$ cat config.mk
export PLATFORM = sky130hd
export DESIGN_NAME = reply_frame_validator
export DESIGN_NICKNAME = d
export VERILOG_FILES = /design/src/hw/rtl/rfv_pkg.sv /design/src/hw/rtl/rfv_checker.sv /design/src/hw/rtl/rfv_out_reg.sv /design/src/hw/rtl/reply_frame_validator.sv
export SDC_FILE = /design/constraint.sdc
export NUM_CORES = 1
export LEC_CHECK = 0
export ABC_AREA = 1
export BUFFER_PORTS_ARGS = -buffer_cell sky130_fd_sc_hd__clkbuf_2
export CAP_MARGIN = 20
export CORE_ASPECT_RATIO = 1.75
export CORE_MARGIN = 5
export CORE_UTILIZATION = 35
export DETAILED_ROUTE_END_ITERATION = 8
export HOLD_SLACK_MARGIN = 0.1
export PLACE_DENSITY = 0.59
export SLEW_MARGIN = 15
export SYNTH_ARGS = -nofsm -noshare
export SYNTH_HDL_FRONTEND = slang
export SYNTH_HIERARCHICAL = 1
export SYNTH_SLANG_ARGS = --single-unit
$ cat constraint.sdc
create_clock -name clk_i -period 10.92 [get_ports clk_i]
set_clock_uncertainty 0.15 [all_clocks]
set_input_delay 3.276 -clock clk_i [delete_from_list [all_inputs] [get_ports clk_i]]
set_output_delay 3.276 -clock clk_i [all_outputs]
set_load 0.02 [all_outputs]
$ cat src/hw/rtl/rfv_pkg.sv
// Shared constants, status codes and result type for the reply frame validator.
package rfv_pkg;

  localparam int unsigned MAX_FRAME_DEFAULT = 15;
  localparam logic [7:0] FRAME_START = 8'h01;
  localparam logic [7:0] FRAME_TERM = 8'h17;
  localparam logic [16:0] FRAME_OVERHEAD = 17'd7;
  localparam int unsigned LEN_W = 16;
  localparam int unsigned SUM_W = 16;
  localparam int unsigned OUT_TDATA_W = 16;

  typedef enum logic [2:0] {
    ST_OK       = 3'd0,
    ST_SHORT    = 3'd1,
    ST_LENGTH   = 3'd2,
    ST_NO_TERM  = 3'd3,
    ST_CHECKSUM = 3'd4
  } status_e;

  typedef struct packed {
    logic [7:0] command_code;
    status_e    status;
    logic       frame_valid;
  } result_t;

endpackage

$ cat src/hw/rtl/rfv_checker.sv
// Frame state registers, per-byte capture and end-of-frame judgment.
module rfv_checker #(
  parameter int unsigned MaxFrame = rfv_pkg::MAX_FRAME_DEFAULT
) (
  input  logic             clk_i,
  input  logic             rst_ni,
  input  logic             take_i,
  input  logic [7:0]       data_i,
  input  logic             last_i,
  output rfv_pkg::result_t result_o
);

  localparam int unsigned CntW = $clog2(MaxFrame + 1);
  localparam logic [CntW-1:0] CntMax = CntW'(MaxFrame);

  logic [CntW-1:0]          count_q, count_d;
  logic                     start_ok_q, start_ok_d;
  logic [7:0]               cmd_q, cmd_d;
  logic [rfv_pkg::LEN_W-1:0] len_q, len_d;
  logic [rfv_pkg::SUM_W-1:0] sum_q, sum_d;
  logic [rfv_pkg::SUM_W-1:0] csum_q, csum_d;
  logic                     term_ok_q, term_ok_d;

  logic [16:0] pos_ext;
  logic [16:0] len4;
  logic [16:0] need;
  logic        in_frame;

  assign pos_ext = 17'(count_q);
  assign len4    = {1'b0, len_q} + 17'd4;

  always_comb begin
    count_d    = count_q;
    start_ok_d = start_ok_q;
    cmd_d      = cmd_q;
    len_d      = len_q;
    sum_d      = sum_q;
    csum_d     = csum_q;
    term_ok_d  = term_ok_q;
    in_frame   = (count_q < CntMax);
    if (in_frame) begin
      count_d = count_q + CntW'(1);
      if (pos_ext == 17'd0) begin
        start_ok_d = (data_i == rfv_pkg::FRAME_START);
      end else if (pos_ext == 17'd1) begin
        cmd_d = data_i;
      end else if (pos_ext == 17'd2) begin
        len_d = {len_q[15:8], data_i};
      end else if (pos_ext == 17'd3) begin
        len_d = {data_i, len_q[7:0]};
      end
      if (pos_ext < 17'd4 || pos_ext < len4) begin
        sum_d = sum_q + {8'd0, data_i};
      end
      if (pos_ext >= 17'd4) begin
        if (pos_ext == len4) begin
          csum_d = {csum_q[15:8], data_i};
        end else if (pos_ext == len4 + 17'd1) begin
          csum_d = {data_i, csum_q[7:0]};
        end else if (pos_ext == len4 + 17'd2) begin
          term_ok_d = (data_i == rfv_pkg::FRAME_TERM);
        end
      end
    end
  end

  assign need = {1'b0, len_d} + rfv_pkg::FRAME_OVERHEAD;

  always_comb begin
    result_o = '0;
    priority if (17'(count_d) < rfv_pkg::FRAME_OVERHEAD || !start_ok_d) begin
      result_o.status = rfv_pkg::ST_SHORT;
    end else if (need > 17'(count_d) || need > 17'(MaxFrame)) begin
      result_o.status = rfv_pkg::ST_LENGTH;
    end else if (!term_ok_d) begin
      result_o.status = rfv_pkg::ST_NO_TERM;
    end else if (csum_d + sum_d != '0) begin
      result_o.status = rfv_pkg::ST_CHECKSUM;
    end else begin
      result_o.status       = rfv_pkg::ST_OK;
      result_o.frame_valid  = 1'b1;
      result_o.command_code = cmd_d;
    end
  end

  always_ff @(posedge clk_i or negedge rst_ni) begin
    if (!rst_ni) begin
      count_q    <= '0;
      start_ok_q <= 1'b0;
      cmd_q      <= '0;
      len_q      <= '0;
      sum_q      <= '0;
      csum_q     <= '0;
      term_ok_q  <= 1'b0;
    end else if (take_i) begin
      if (last_i) begin
        count_q    <= '0;
        start_ok_q <= 1'b0;
        cmd_q      <= '0;
        len_q      <= '0;
        sum_q      <= '0;
        csum_q     <= '0;
        term_ok_q  <= 1'b0;
      end else begin
        count_q    <= count_d;
        start_ok_q <= start_ok_d;
        cmd_q      <= cmd_d;
        len_q      <= len_d;
        sum_q      <= sum_d;
        csum_q     <= csum_d;
        term_ok_q  <= term_ok_d;
      end
    end
  end

endmodule

$ cat src/hw/rtl/rfv_out_reg.sv
// Result register driving the master-side stream.
module rfv_out_reg (
  input  logic                               clk_i,
  input  logic                               rst_ni,
  input  logic                               load_i,
  input  rfv_pkg::result_t                   result_i,
  output logic                               busy_o,
  output logic                               m_axis_tvalid,
  input  logic                               m_axis_tready,
  output logic [rfv_pkg::OUT_TDATA_W-1:0]    m_axis_tdata
);

  localparam int unsigned ResW = $bits(rfv_pkg::result_t);

  logic             valid_q;
  rfv_pkg::result_t res_q;

  always_ff @(posedge clk_i or negedge rst_ni) begin
    if (!rst_ni) begin
      valid_q <= 1'b0;
    end else if (load_i) begin
      valid_q <= 1'b1;
    end else if (m_axis_tready) begin
      valid_q <= 1'b0;
    end
  end

  always_ff @(posedge clk_i) begin
    if (load_i) begin
      res_q <= result_i;
    end
  end

  assign busy_o        = valid_q && !m_axis_tready;
  assign m_axis_tvalid = valid_q;
  assign m_axis_tdata  = {{(rfv_pkg::OUT_TDATA_W - ResW){1'b0}}, res_q};

endmodule

$ cat src/hw/rtl/reply_frame_validator.sv
// Top level of the reply frame validator: input register, checker and result register.
//
// Bytes of a reply buffer enter on the slave-side stream, one per request;
// s_axis_tlast marks the final byte of the buffer. On that byte the block
// judges the frame (start 0x01, command, 16-bit length, payload, 16-bit
// checksum, terminator 0x17) and sends one result on the master-side stream;
// other bytes give no result. After the last byte all frame state clears.
// Bytes beyond MaxFrame positions are counted out and ignored.
// A byte accepted into the input register is judged there by the checker, and the
// result of a last byte is registered in the result register and shown on m_axis.
// Throughput: one byte per cycle, set by the state update between the input
// register and the result register, while no last byte waits on a stalled result.
// Reset empties the input and result registers and clears all frame state.
// When the receiver stalls, the result holds; further non-last bytes keep
// flowing, and a last byte waits in the input register until the result is taken.
module reply_frame_validator #(
  parameter int unsigned MaxFrame = rfv_pkg::MAX_FRAME_DEFAULT
) (
  input  logic                            clk_i,
  input  logic                            rst_ni,
  input  logic                            s_axis_tvalid,
  output logic                            s_axis_tready,
  input  logic [7:0]                      s_axis_tdata,  // [7:0] data_byte
  input  logic                            s_axis_tlast,  // last_byte
  output logic                            m_axis_tvalid,
  input  logic                            m_axis_tready,
  // [0] frame_valid, [3:1] status, [11:4] command_code, [15:12] zero
  output logic [rfv_pkg::OUT_TDATA_W-1:0] m_axis_tdata
);

  logic             in_valid_q;
  logic [7:0]       in_data_q;
  logic             in_last_q;
  logic             fire;
  logic             out_busy;
  rfv_pkg::result_t result;

  assign fire          = in_valid_q && !(in_last_q && out_busy);
  assign s_axis_tready = !in_valid_q || fire;

  always_ff @(posedge clk_i or negedge rst_ni) begin
    if (!rst_ni) begin
      in_valid_q <= 1'b0;
    end else if (s_axis_tready) begin
      in_valid_q <= s_axis_tvalid;
    end
  end

  always_ff @(posedge clk_i) begin
    if (s_axis_tready && s_axis_tvalid) begin
      in_data_q <= s_axis_tdata;
      in_last_q <= s_axis_tlast;
    end
  end

  rfv_checker #(
    .MaxFrame(MaxFrame)
  ) u_checker (
    .clk_i   (clk_i),
    .rst_ni  (rst_ni),
    .take_i  (fire),
    .data_i  (in_data_q),
    .last_i  (in_last_q),
    .result_o(result)
  );

  rfv_out_reg u_out_reg (
    .clk_i        (clk_i),
    .rst_ni       (rst_ni),
    .load_i       (fire && in_last_q),
    .result_i     (result),
    .busy_o       (out_busy),
    .m_axis_tvalid(m_axis_tvalid),
    .m_axis_tready(m_axis_tready),
    .m_axis_tdata (m_axis_tdata)
  );

  a_valid_means_ok: assert property (@(posedge clk_i) disable iff (!rst_ni)
    m_axis_tvalid |-> (m_axis_tdata[0] == (m_axis_tdata[3:1] == rfv_pkg::ST_OK)))
    else $error("frame_valid disagrees with status");

  a_cmd_zero_on_fail: assert property (@(posedge clk_i) disable iff (!rst_ni)
    (m_axis_tvalid && !m_axis_tdata[0]) |-> (m_axis_tdata[11:4] == 8'd0))
    else $error("command code not cleared on failed frame");

  a_status_range: assert property (@(posedge clk_i) disable iff (!rst_ni)
    m_axis_tvalid |-> (m_axis_tdata[3:1] <= rfv_pkg::ST_CHECKSUM))
    else $error("status code out of range");

  a_last_gives_result: assert property (@(posedge clk_i) disable iff (!rst_ni)
    (fire && in_last_q) |=> m_axis_tvalid)
    else $error("last byte did not produce a result");

endmodule
Word-level counts from Yosys, hierarchy flattened
Cells that the tools add are included.
{"block": "totals", "out_inout_bits": 18, "wordCells": 91, "inputBits": 13, "register_bits": 85}
{"block": "classes", "muxes": 35, "reduce_logical": 18, "bitwise": 1, "addsub": 7, "eq_ne": 8, "n_lt_le_gt_ge": 7}
{"op": "16-bit 2-to-1 mux", "count": 14}
{"op": "4-bit by 17-bit == test with 1-bit output", "count": 3}
{"op": "16-bit by 3-bit adder with 17-bit output, second input constant", "count": 2}
{"op": "8-bit 2-to-1 mux", "count": 4}
{"op": "17-bit by 1-bit adder with 17-bit output, second input constant", "count": 1}
{"op": "17-bit by 2-bit adder with 17-bit output, second input constant", "count": 1}
{"op": "17-bit by 4-bit greater-than comparator with 1-bit output", "count": 1}
{"op": "17-bit by 4-bit greater-than comparator with 1-bit output, second input constant", "count": 1}
{"op": "17-bit zero test", "count": 1}
{"op": "4-bit by 17-bit less-than comparator with 1-bit output", "count": 1}
{"op": "16-bit adder", "count": 1}
{"op": "16-bit by 8-bit adder with 16-bit output", "count": 1}
{"op": "16-bit nonzero test", "count": 1}
{"op": "1-bit 2-to-1 mux", "count": 12}
{"op": "4-bit by 2-bit == test with 1-bit output, second input constant", "count": 2}
{"op": "8-bit by 1-bit == test with 1-bit output, second input constant", "count": 1}
{"op": "8-bit by 5-bit == test with 1-bit output, second input constant", "count": 1}
{"op": "4-bit by 3-bit less-than comparator with 1-bit output, second input constant", "count": 2}
{"op": "4-bit 2-to-1 mux", "count": 2}
{"op": "1-bit logical AND", "count": 5}
{"op": "4-bit by 1-bit adder with 4-bit output, second input constant", "count": 1}
{"op": "4-bit by 1-bit == test with 1-bit output, second input constant", "count": 1}
{"op": "4-bit by 3-bit >= comparator with 1-bit output, second input constant", "count": 1}
{"op": "1-bit zero test", "count": 4}
{"op": "other kinds (8)", "count": 12}

Logic depth before layout (Yosys ltp)
Gate-level depths: netlist of run 1.
{"block": "logic_depth", "depth_word": 12, "depth_mapped": 34, "mapped_depth_nobuf": 34}

Modules after synthesis
Netlist of run 1, hierarchy kept.
{"mod": "rfv_checker", "seq_area_each_um2": 1551.5, "instances": 1, "area_per_inst_um2": 6660.1, "cells_each": 1047}
{"mod": "rfv_out_reg", "seq_area_each_um2": 385.4, "instances": 1, "area_per_inst_um2": 440.4, "cells_each": 23}
{"mod": "reply_frame_validator", "seq_area_each_um2": 295.3, "instances": 1, "area_per_inst_um2": 339.1, "cells_each": 18}

Least setup slack after synthesis of run 1
OpenSTA, ideal clock, no wires.
{"block": "synth_timing", "kind": "in2out", "from": "input m_axis_tready", "to": "output s_axis_tready", "arrival_time_ns": 3.599, "stages": 4, "path_slack_ns": 3.895, "path_cell_list": "inv_1 nand2_2 inv_1 nand3_2"}
{"block": "synth_between", "elab_chain_len": 6}
{"item": "from (decl)", "line": "reply_frame_validator.sv:26", "source": "input logic m_axis_tready,"}
{"item": "1-bit zero test", "line": "rfv_out_reg.sv:34", "source": "assign busy_o = valid_q && !m_axis_tready;"}
{"item": "1-bit logical AND", "line": "rfv_out_reg.sv:34"}
{"item": "via out_busy", "line": "reply_frame_validator.sv:35", "source": "logic out_busy;"}
{"item": "1-bit logical AND", "line": "reply_frame_validator.sv:38", "source": "assign fire = in_valid_q && !(in_last_q && out_busy);"}
{"item": "1-bit zero test", "line": "reply_frame_validator.sv:38"}
{"item": "1-bit logical AND", "line": "reply_frame_validator.sv:38"}
{"item": "1-bit logical OR", "line": "reply_frame_validator.sv:39", "source": "assign s_axis_tready = !in_valid_q || fire;"}
{"item": "to (decl)", "line": "reply_frame_validator.sv:22", "source": "output logic s_axis_tready,"}
The timed path passes the listed nets, and every way through them passes these cells.

Worst setup path in the final report of run 1
Ends and elaborated chain as after synthesis.

==> results.yml, run 1 <==
clock_tree:
  clock_sinks: 85
  post_cts_buffers: 0
  htreeDepth: 3
  cts_hold_buf: 0
  clkTransAtPathRegs_ns: 0.07
  clockRootBuffer: "clkbuf_16"
  ctsResizeCount: 0
  numCtsBuffers: 9
  cts_tree: "done"
  cts_buffer_depth: 2
  clock_latency_ns: 0.35
yosys:
  synth.area.top_cells: "dfrtp_1 (22%), nand2_1 (13%), inv_1 (9.1%), edfxtp_1 (8.5%), ha_1 (6.9%)"
  avgSynthCellArea_um2: 6.838
  synth_top_cell_area_share_pct: 21.53
  synth-seq-cells: 85
  synth_common_cells: "nand2_1 (267), inv_1 (181), nor2_1 (90)"
  ys_warn_count: 6
  ys_types: 47
  synthArstFlopShare_pct: 75.29
  synth_cells: 1088
  ys_dominant_reg_cell: "dfrtp_1"
  yosysTopAreaCell: "dfrtp_1"
  yosysSeqAreaShare_pct: 30.00
  synth_edf_count: 21
  synth_most_common_cell: "nand2_1"
  synth_area_mm2: 0.007440
drt:
  first_iter_violations: 415
  routedWlPerCell_um: 15.63
  viasPerCell: 5.188
  drc: 0
  ant_nets: 0
  dr_total_vias: 7061
  wirelength_um: 21270
  firstDrtPassIters: 5
sta:
  rsz0062_at_grt: "no"
  layout_min_cycle_time_ns: 7.289
  tightest_slew_ns: 0.8769
  hold_violations: 0
  setup_tns_ns: 0
  fmax_mhz: 137.2
  setup_viol: 0
  slew_headroom_pct: 41.54
  setup_ws_ns: 3.631
  slew_viol_final: 0
  fin_crit_sh_pct: 66.75
  hold_slack_ns: 0.3776
finish:
  final_area_mm2: 0.008088
  area_growth_syn_to_layout_pct: 8.712
  drive_gt1_share_pct: 8.927
  finalNetCount: 1160
  antennaDiodeCount: 0
setup_path:
  worstPathMaxFanout: 3
  setup.worst_path.class: "input pin to output port"
  cp.arrival_ns: 3.86
  endpoint_kind: "output port"
  worstPathRequired_ns: 7.49
  startpoint_type: "input pin"
placed_design:
  post-dp-hpwl_um: 16710
  io_buffer_count: 26
  pre_cts_ws_ns: 3.623
  gp_congestion: 0.9057
  dpl_cell_area_mm2: 0.007781
floorplan:
  core_mm2: 0.02093
  die_height_um: 202.9
  fp-row-count: 70
  die-area_mm2: 0.02439
  ios: 31
  start_util_pct: 35.54
  die_w_um: 120.2
global_routing:
  grt_pass1_vias: 7048
  grt_usage_pct: 17.83
  grt.overflow.total: 0
  antenna_found_initial: 0
  grt_pass1_wl_um: 34540
  grt_max_degree: 67
power_and_ir_drop:
  p_leak_nw: 3.970
  peakVddDrop_mv: 0.08544
  cellPowerDensity_mw_per_mm2: 154.2
flow_run:
  cap_violations: 0
status:
  outcome: "completed"
hold_path:
  min_path_type: "flop to flop"
-- per-stage QoR --
step,total power [mW],util [%],std cells
final,1.247,38.64,1361
after global routing,1.339,38.64,1361
after CTS,1.257,38.64,1361
after detailed placement,0.9338,37.17,1345
after global placement,0.9284,37.17,1345
after floorplan,0.8168,-,1091
-- path summary, 6_finish.rpt --
path,startpoint,to,slack (ns),cells past startpoint
worst min-delay path,u_out_reg/m_axis_tvalid,u_out_reg/m_axis_tvalid,0.38,2
max in group asynchronous,rst_ni,u_checker/len_q[0],7.06,2
worst max-delay path,m_axis_tready,s_axis_tready,3.63,6
worst min register to register,u_out_reg/m_axis_tvalid,u_out_reg/m_axis_tvalid,0.38,2
worst max register to register,u_checker/len_q[2],u_out_reg/m_axis_tdata[3],4.77,30
min in group asynchronous,rst_ni,u_checker/sum_q[13],2.95,2
-- kinds of logic after synthesis --
group / after synthesis / share of synthesized area [%]
AO/OA/AOI/OAI: 172 / 13.47
flip-flops: 85 / 30.00
other: 1 / 0.05041
AND/OR/NAND/NOR: 537 / 33.35
buffers and inverters: 215 / 11.57
XOR/XNOR: 35 / 4.120
adder cells (fa/ha/maj): 43 / 7.434
-- critical path: stages --
cell      delay [ns]
clkbuf_2        0.08
inv_1           0.05
nand2_2         0.05
inv_1           0.13
nand3_2         0.11
clkbuf_2        0.17
-- sequential cells by signal, summed over array words and instances, names as in the netlist --
signal	count
u_out_reg/m_axis_tdata	12
u_out_reg/m_axis_tvalid	1
u_checker/cmd_q	8
u_checker/term_ok_q	1
u_checker/start_ok_q	1
u_checker/len_q	16
in_data_q	8
in_valid_q	1
u_checker/csum_q	16
in_last_q	1
u_checker/sum_q	16
u_checker/count_q	4
-- cell usage in the layout, fill, tap and decap left out, types with 6 or more instances in the layout --
cell	count
nand2_1	266
inv_1	181
nor2_1	90
nand3_1	70
dfrtp_1	64
o22ai_1	60
o21ai_0	53
ha_1	41
nand4_1	37
a21oi_1	32
clkbuf_2	25
xor2_1	25
edfxtp_1	21
nor3_1	18
nand2_2	12
xnor2_1	10
clkbuf_16	9
nor2_2	8
o21a_1	7
nand3_2	6
nand3b_1	6
o21ai_1	6
nor4_1	6
-- layout make-up --
class                   count  area, um2
flip-flops and latches     85       2232
inverters                 187      701.9
clock inverters             7      81.33
multi-input cells         791       4372
well taps                 252      315.3
clock buffers               9      225.2
repair buffers             30      160.2
fillers                  2265      12840
-- power breakdown --
part           total (mW)  leakage, nW  internal (mW)  switching [mW]
registers           0.388         1.08          0.357          0.0307
logic               0.543         2.75          0.192           0.351
clock network       0.316        0.141          0.180           0.136
total                1.25         3.97          0.730           0.517
-- per-layer routing --
layer  vias to the layer above  GRT usage (%)  wire (um)
met2                       141          34.68      11990
met4                         0          11.39       1228
met3                        66          1.616        491
li1                       3610              -          -
met1                      3244          17.63       7553
met5                         -              0          0
No activity file was read; power rests on OpenSTA's default activity.
==> inputs of run 2 (changes only) <==
==> constraint.sdc (replaced) <==
create_clock -name clk_i -period 6.94 [get_ports clk_i]
set_clock_uncertainty 0.15 [all_clocks]
set_input_delay 2.082 -clock clk_i [delete_from_list [all_inputs] [get_ports clk_i]]
set_output_delay 2.082 -clock clk_i [all_outputs]
set_load 0.02 [all_outputs]
==> run 2 against run 1 <==
Against the previous run:
- non-clock buffer count is 1 higher
- largest cell class unchanged
- sequential power rose by 58%
- clock-buffer cell count unchanged
- register-to-register slack got worse by 3.6 ns
==> results.yml, run 2 (synthesized netlist as in run 1, its figures left out) <==
finish:
  fill_cells: 2233
  layout_common_cells: "nand2_1 (266), inv_1 (181), nor2_1 (90)"
  area_growth_syn_to_layout_pct: 8.695
  finalNetCount: 1161
  drive_gt1_share_pct: 8.919
  final_common_cell: "nand2_1"
  final_area_mm2: 0.008087
  reg_top3: "u_checker/csum_q: 16 flops, u_checker/len_q: 16 flops, u_checker/sum_q: 16 flops"
  layout.cells.non_filler: 1362
  antennaDiodeCount: 0
global_routing:
  grt_util_met1_pct: 17.05
  grt_pass1_wl_um: 35120
  grt_pass1_vias: 7057
  antenna_found_initial: 0
  grt_usage_pct: 18.39
  top_usage_layer: "met2"
  grtUsageMet3_pct: 1.561
  grt_max_degree: 67
  grt.overflow.total: 0
  grt_use_met2_pct: 35.79
drt:
  first_iter_violations: 379
  wirelength_um: 22390
  viasPerCell: 5.236
  drc: 0
  ant_nets: 0
  dr_total_vias: 7131
  firstDrtPassIters: 5
  routedWlPerCell_um: 16.44
power_and_ir_drop:
  peakVddDrop_mv: 0.1161
  switching_share_pct: 42.06
  intPower_mw: 1.146
  combPwrFrac_pct: 44.2
  clockPowerShare_pct: 24.8
  p_switching_mw: 0.8317
  cellPowerDensity_mw_per_mm2: 244.5
  p_leak_nw: 3.979
  report.power.total_mw: 1.977
  power.share.sequential_pct: 31.0
setup_path:
  path_buf_inv: 4
  setup.worst_path.class: "flop to flop"
  endpoint_kind: "flop"
  critPathMaxStageDelay_ns: 0.48
  critPathMostFrequentCell: "nand2_1"
  worstPathRequired_ns: 6.90
  startpoint_type: "flop"
  cp.arrival_ns: 5.70
  worstPathMaxFanout: 17
  cp_slowest_cell: "dfrtp_1"
  crit_family: "simple AND/OR/NAND/NOR gates"
clock_tree:
  ctsResizeCount: 0
  post_cts_buffers: 0
  clock_latency_ns: 0.35
  clockRootBuffer: "clkbuf_16"
  clkTransAtPathRegs_ns: 0.07
  clock_sinks: 85
  cts_hold_buf: 0
  cts_tree: "done"
  cts_buffer_depth: 2
  numCtsBuffers: 9
  htreeDepth: 3
sta:
  slew_headroom_pct: 41.55
  slew_viol_final: 0
  hold_slack_ns: 0.3605
  layout_min_cycle_time_ns: 5.735
  hold_violations: 0
  setup_tns_ns: 0
  fmax_mhz: 174.4
  fin_crit_sh_pct: 82.64
  rsz0062_at_grt: "no"
  setup_viol: 0
  tightest_slew_ns: 0.8768
floorplan:
  start_util_pct: 35.54
  die-area_mm2: 0.02439
  die_height_um: 202.9
  ios: 31
  fp-row-count: 70
  core_mm2: 0.02093
  die_w_um: 120.2
placed_design:
  dpl_cell_area_mm2: 0.007789
  io_buffer_count: 26
  gp_congestion: 0.9491
  dp.cells: 1346
  post-dp-hpwl_um: 17590
flow_run:
  cap_violations: 0
status:
  outcome: "completed"
hold_path:
  min_path_type: "flop to flop"
==> run 2: routing by layer <==
| metal | up-vias | share of wire [%] | routed length, um |
|---|---|---|---|
| met5 | - | 0 | 0 |
| met4 | 0 | 7.8 | 1736 |
| met3 | 78 | 2.7 | 609 |
| met2 | 148 | 55 | 12350 |
| met1 | 3299 | 34 | 7698 |
| li1 | 3606 | - | - |
==> run 2: final cells by class <==
type,instances,area [um2],area share [%]
multi-input combinational,791,4372,54.06
clock inverter,7,72.57,0.8974
timing repair buffer,31,167.7,2.073
clock buffer,9,225.2,2.785
sequential,85,2232,27.60
inverter,187,701.9,8.680
tap,252,315.3,3.899
==> run 2: path summary, 6_finish.rpt <==
path                                              start                        end  slack (ns)  depth (start not counted)
worst max-delay path                 u_checker/len_q[2]  u_out_reg/m_axis_tdata[3]        1.20                         30
worst min-delay path            u_out_reg/m_axis_tvalid    u_out_reg/m_axis_tvalid        0.36                          2
worst max register to register       u_checker/len_q[2]  u_out_reg/m_axis_tdata[3]        1.20                         30
worst min register to register  u_out_reg/m_axis_tvalid    u_out_reg/m_axis_tvalid        0.36                          2
max in group asynchronous                        rst_ni         u_checker/cmd_q[2]        4.28                          2
min in group asynchronous                        rst_ni       u_checker/count_q[0]        1.78                          2
==> run 2: power groups by stage <==
| stage | clock, mW | sequential (mW) | combinational, mW |
|---|---|---|---|
| after floorplan | 0 | 0.606 | 0.680 |
| after global placement | 0 | 0.621 | 0.865 |
| after detailed placement | 0 | 0.622 | 0.873 |
| after CTS | 0.503 | 0.613 | 0.877 |
| after global routing | 0.520 | 0.618 | 0.980 |
| final | 0.490 | 0.613 | 0.874 |
==> run 2: through the flow <==
| stage | utilization (%) | worst slack, ns |
|---|---|---|
| after floorplan | - | 2.007 |
| after global placement | 37.21 | 1.317 |
| after detailed placement | 37.21 | 1.216 |
| after CTS | 38.63 | 1.174 |
| after global routing | 38.63 | 0.4157 |
| final | 38.63 | 1.205 |
==> run 2: tightest hold or removal path, cell delays in order (launching register included) <==
cell and delay [ns]:
dfrtp_1 0.37, nand2_2 0.06, nand2_1 0.05
==> inputs of run 3 (changes only) <==
==> constraint.sdc (replaced) <==
create_clock -name clk_i -period 5.9 [get_ports clk_i]
set_clock_uncertainty 0.15 [all_clocks]
set_input_delay 1.77 -clock clk_i [delete_from_list [all_inputs] [get_ports clk_i]]
set_output_delay 1.77 -clock clk_i [all_outputs]
set_load 0.02 [all_outputs]
==> run 3 against run 2 <==
Against the previous run:
- hold slack got worse by 0.0015 ns
- sequential power rose by 17%
- design area grew 1.0%
- worst setup slack worse by 0.61 ns
- combinational power increased by 20%
- sequential cell count did not move
- total power up 19%
- clock-buffer cell count did not move
- critical endpoint unchanged
==> results.yml, run 3 (synthesized netlist as in run 1, its figures left out) <==
placed_design:
  dp.cells: 1355
  gp_congestion: 1.031
  post-dp-hpwl_um: 18110
  io_buffer_count: 26
clock_tree:
  clock_sinks: 85
  cts_tree: "done"
  post_cts_buffers: 0
  cts_buffer_depth: 2
  clockRootBuffer: "clkbuf_16"
  clkTransAtPathRegs_ns: 0.07
  clock_latency_ns: 0.35
  htreeDepth: 3
  numCtsBuffers: 9
setup_path:
  setup.worst_path.class: "flop to flop"
  endpoint_kind: "flop"
  worstPathMaxFanout: 10
  timing.rr.start: "u_checker/len_q[3]"
  startpoint_type: "flop"
  r2r_cells: 29
  crit_family: "simple AND/OR/NAND/NOR gates"
  cp.arrival_ns: 5.27
  cp_num_cells: 29
  worstPathRequired_ns: 5.86
  critPathMostFrequentCell: "nand2_1"
  path_buf_inv: 3
  cp_slowest_cell: "dfrtp_1"
  critPathLaunch: "u_checker/len_q[3]"
  critPathMaxStageDelay_ns: 0.46
  crit_end: "u_out_reg/m_axis_tdata[3]"
  rrSetupSlack_ns: 0.59
  r2r-end: "u_out_reg/m_axis_tdata[3]"
finish:
  final_common_cell: "nand2_1"
  antennaDiodeCount: 0
  finalNetCount: 1170
  area_growth_syn_to_layout_pct: 9.805
  final_core_util_pct: 39.03
  drive_gt1_share_pct: 9.920
  layout_common_cells: "nand2_1 (266), inv_1 (181), nor2_1 (89)"
  layout.cells.non_filler: 1371
  fill_cells: 2254
  reg_top3: "u_checker/csum_q: 16 flops, u_checker/len_q: 16 flops, u_checker/sum_q: 16 flops"
global_routing:
  grt_pass1_vias: 7149
  grt_util_met1_pct: 17.48
  grt_usage_pct: 18.96
  antenna_found_initial: 0
  top_usage_layer: "met2"
  grt_use_met2_pct: 37.40
  grtUsageMet3_pct: 1.979
  grt_pass1_wl_um: 36230
  grt_max_degree: 66
  grt.overflow.total: 0
power_and_ir_drop:
  cellPowerDensity_mw_per_mm2: 288.4
  report.power.total_mw: 2.356
  peakVddDrop_mv: 0.1310
  p_leak_nw: 4.023
drt:
  viasPerCell: 5.210
  firstDrtPassIters: 8
  drc: 0
  wirelength_um: 22760
  dr_total_vias: 7143
  ant_nets: 0
  routedWlPerCell_um: 16.60
  first_iter_violations: 425
sta:
  rsz0062_at_grt: "no"
  slew_viol_final: 0
  setup_tns_ns: 0
  setup_viol: 0
  slew_headroom_pct: 47.81
  hold_violations: 0
  layout_min_cycle_time_ns: 5.307
  fin_crit_sh_pct: 89.94
  fmax_mhz: 188.4
  tightest_slew_ns: 0.7805
floorplan:
  die-area_mm2: 0.02439
  start_util_pct: 35.54
  die_w_um: 120.2
  die_height_um: 202.9
  ios: 31
  fp-row-count: 70
  core_mm2: 0.02093
flow_run:
  cap_violations: 0
status:
  outcome: "completed"
hold_path:
  worstHoldStart: "u_out_reg/m_axis_tvalid"
  min_path_type: "flop to flop"
==> run 3: layer usage <==
layer	vias up	share of wire, %	wire, um
met4	0	7.5	1699
li1	3639	-	-
met2	149	56	12730
met1	3282	34	7802
met5	-	0	0
met3	73	2.3	526
==> run 3: repair_timing <==
item,4_1_cts,5_1_grt
setup endpoints to repair,0,10
resized for setup,0,7
hold buffers,0,0
hold endpoints to repair,0,0
==> run 3: worst reg2reg max path, delay by kind of cell, from the launching register on <==
kind / cells / cell delay (ns)
compound gates: 6 / 0.97
xor+xnor: 1 / 0.16
fa+ha+maj: 2 / 0.62
buf+inv: 3 / 0.31
flops: 1 / 0.46
simple gates: 17 / 2.41
==> run 3: worst min path at each step <==
stage	slack, ns	depth (start not counted)	end
global placement	0.33	2	u_out_reg/m_axis_tvalid
floorplan	0.36	2	u_checker/csum_q[0]
detailed placement	0.34	2	u_out_reg/m_axis_tvalid
finish	0.36	2	u_out_reg/m_axis_tvalid
global route	0.39	2	u_out_reg/m_axis_tvalid
CTS	0.36	2	u_out_reg/m_axis_tvalid
==> run 3: power by group <==
group          switching [mW]  internal (mW)  leakage, nW
combinational           0.694          0.361         2.80
sequential             0.0550          0.661         1.07
clock                   0.254          0.331        0.144
total                    1.00           1.35         4.02
==> run 3: per-stage QoR <==
| stage | instance area (um2) | hold WS [ns] | worst slack (ns) |
|---|---|---|---|
| 3_5_place_dp | 7856 | 0.3430 | 0.2062 |
| 2_1_floorplan | 7451 | 0.3631 | 0.9670 |
| 3_3_place_gp | 7856 | 0.3337 | 0.3687 |
| 4_1_cts | 8154 | 0.3626 | 0.1770 |
| 6_report | 8169 | 0.3591 | 0.5934 |
| 5_1_grt | 8169 | 0.3864 | 0.05318 |
==> run 3: final cells by class <==
class                   instances  area [um2]  area share [%]
multi-input cells             791        4385           53.68
flip-flops and latches         85        2233           27.34
inverters                     187       701.9           8.592
well taps                     252       315.3           3.860
repair buffers                 40       235.2           2.879
clock buffers                   9       225.2           2.757
clock inverters                 7       72.57          0.8883
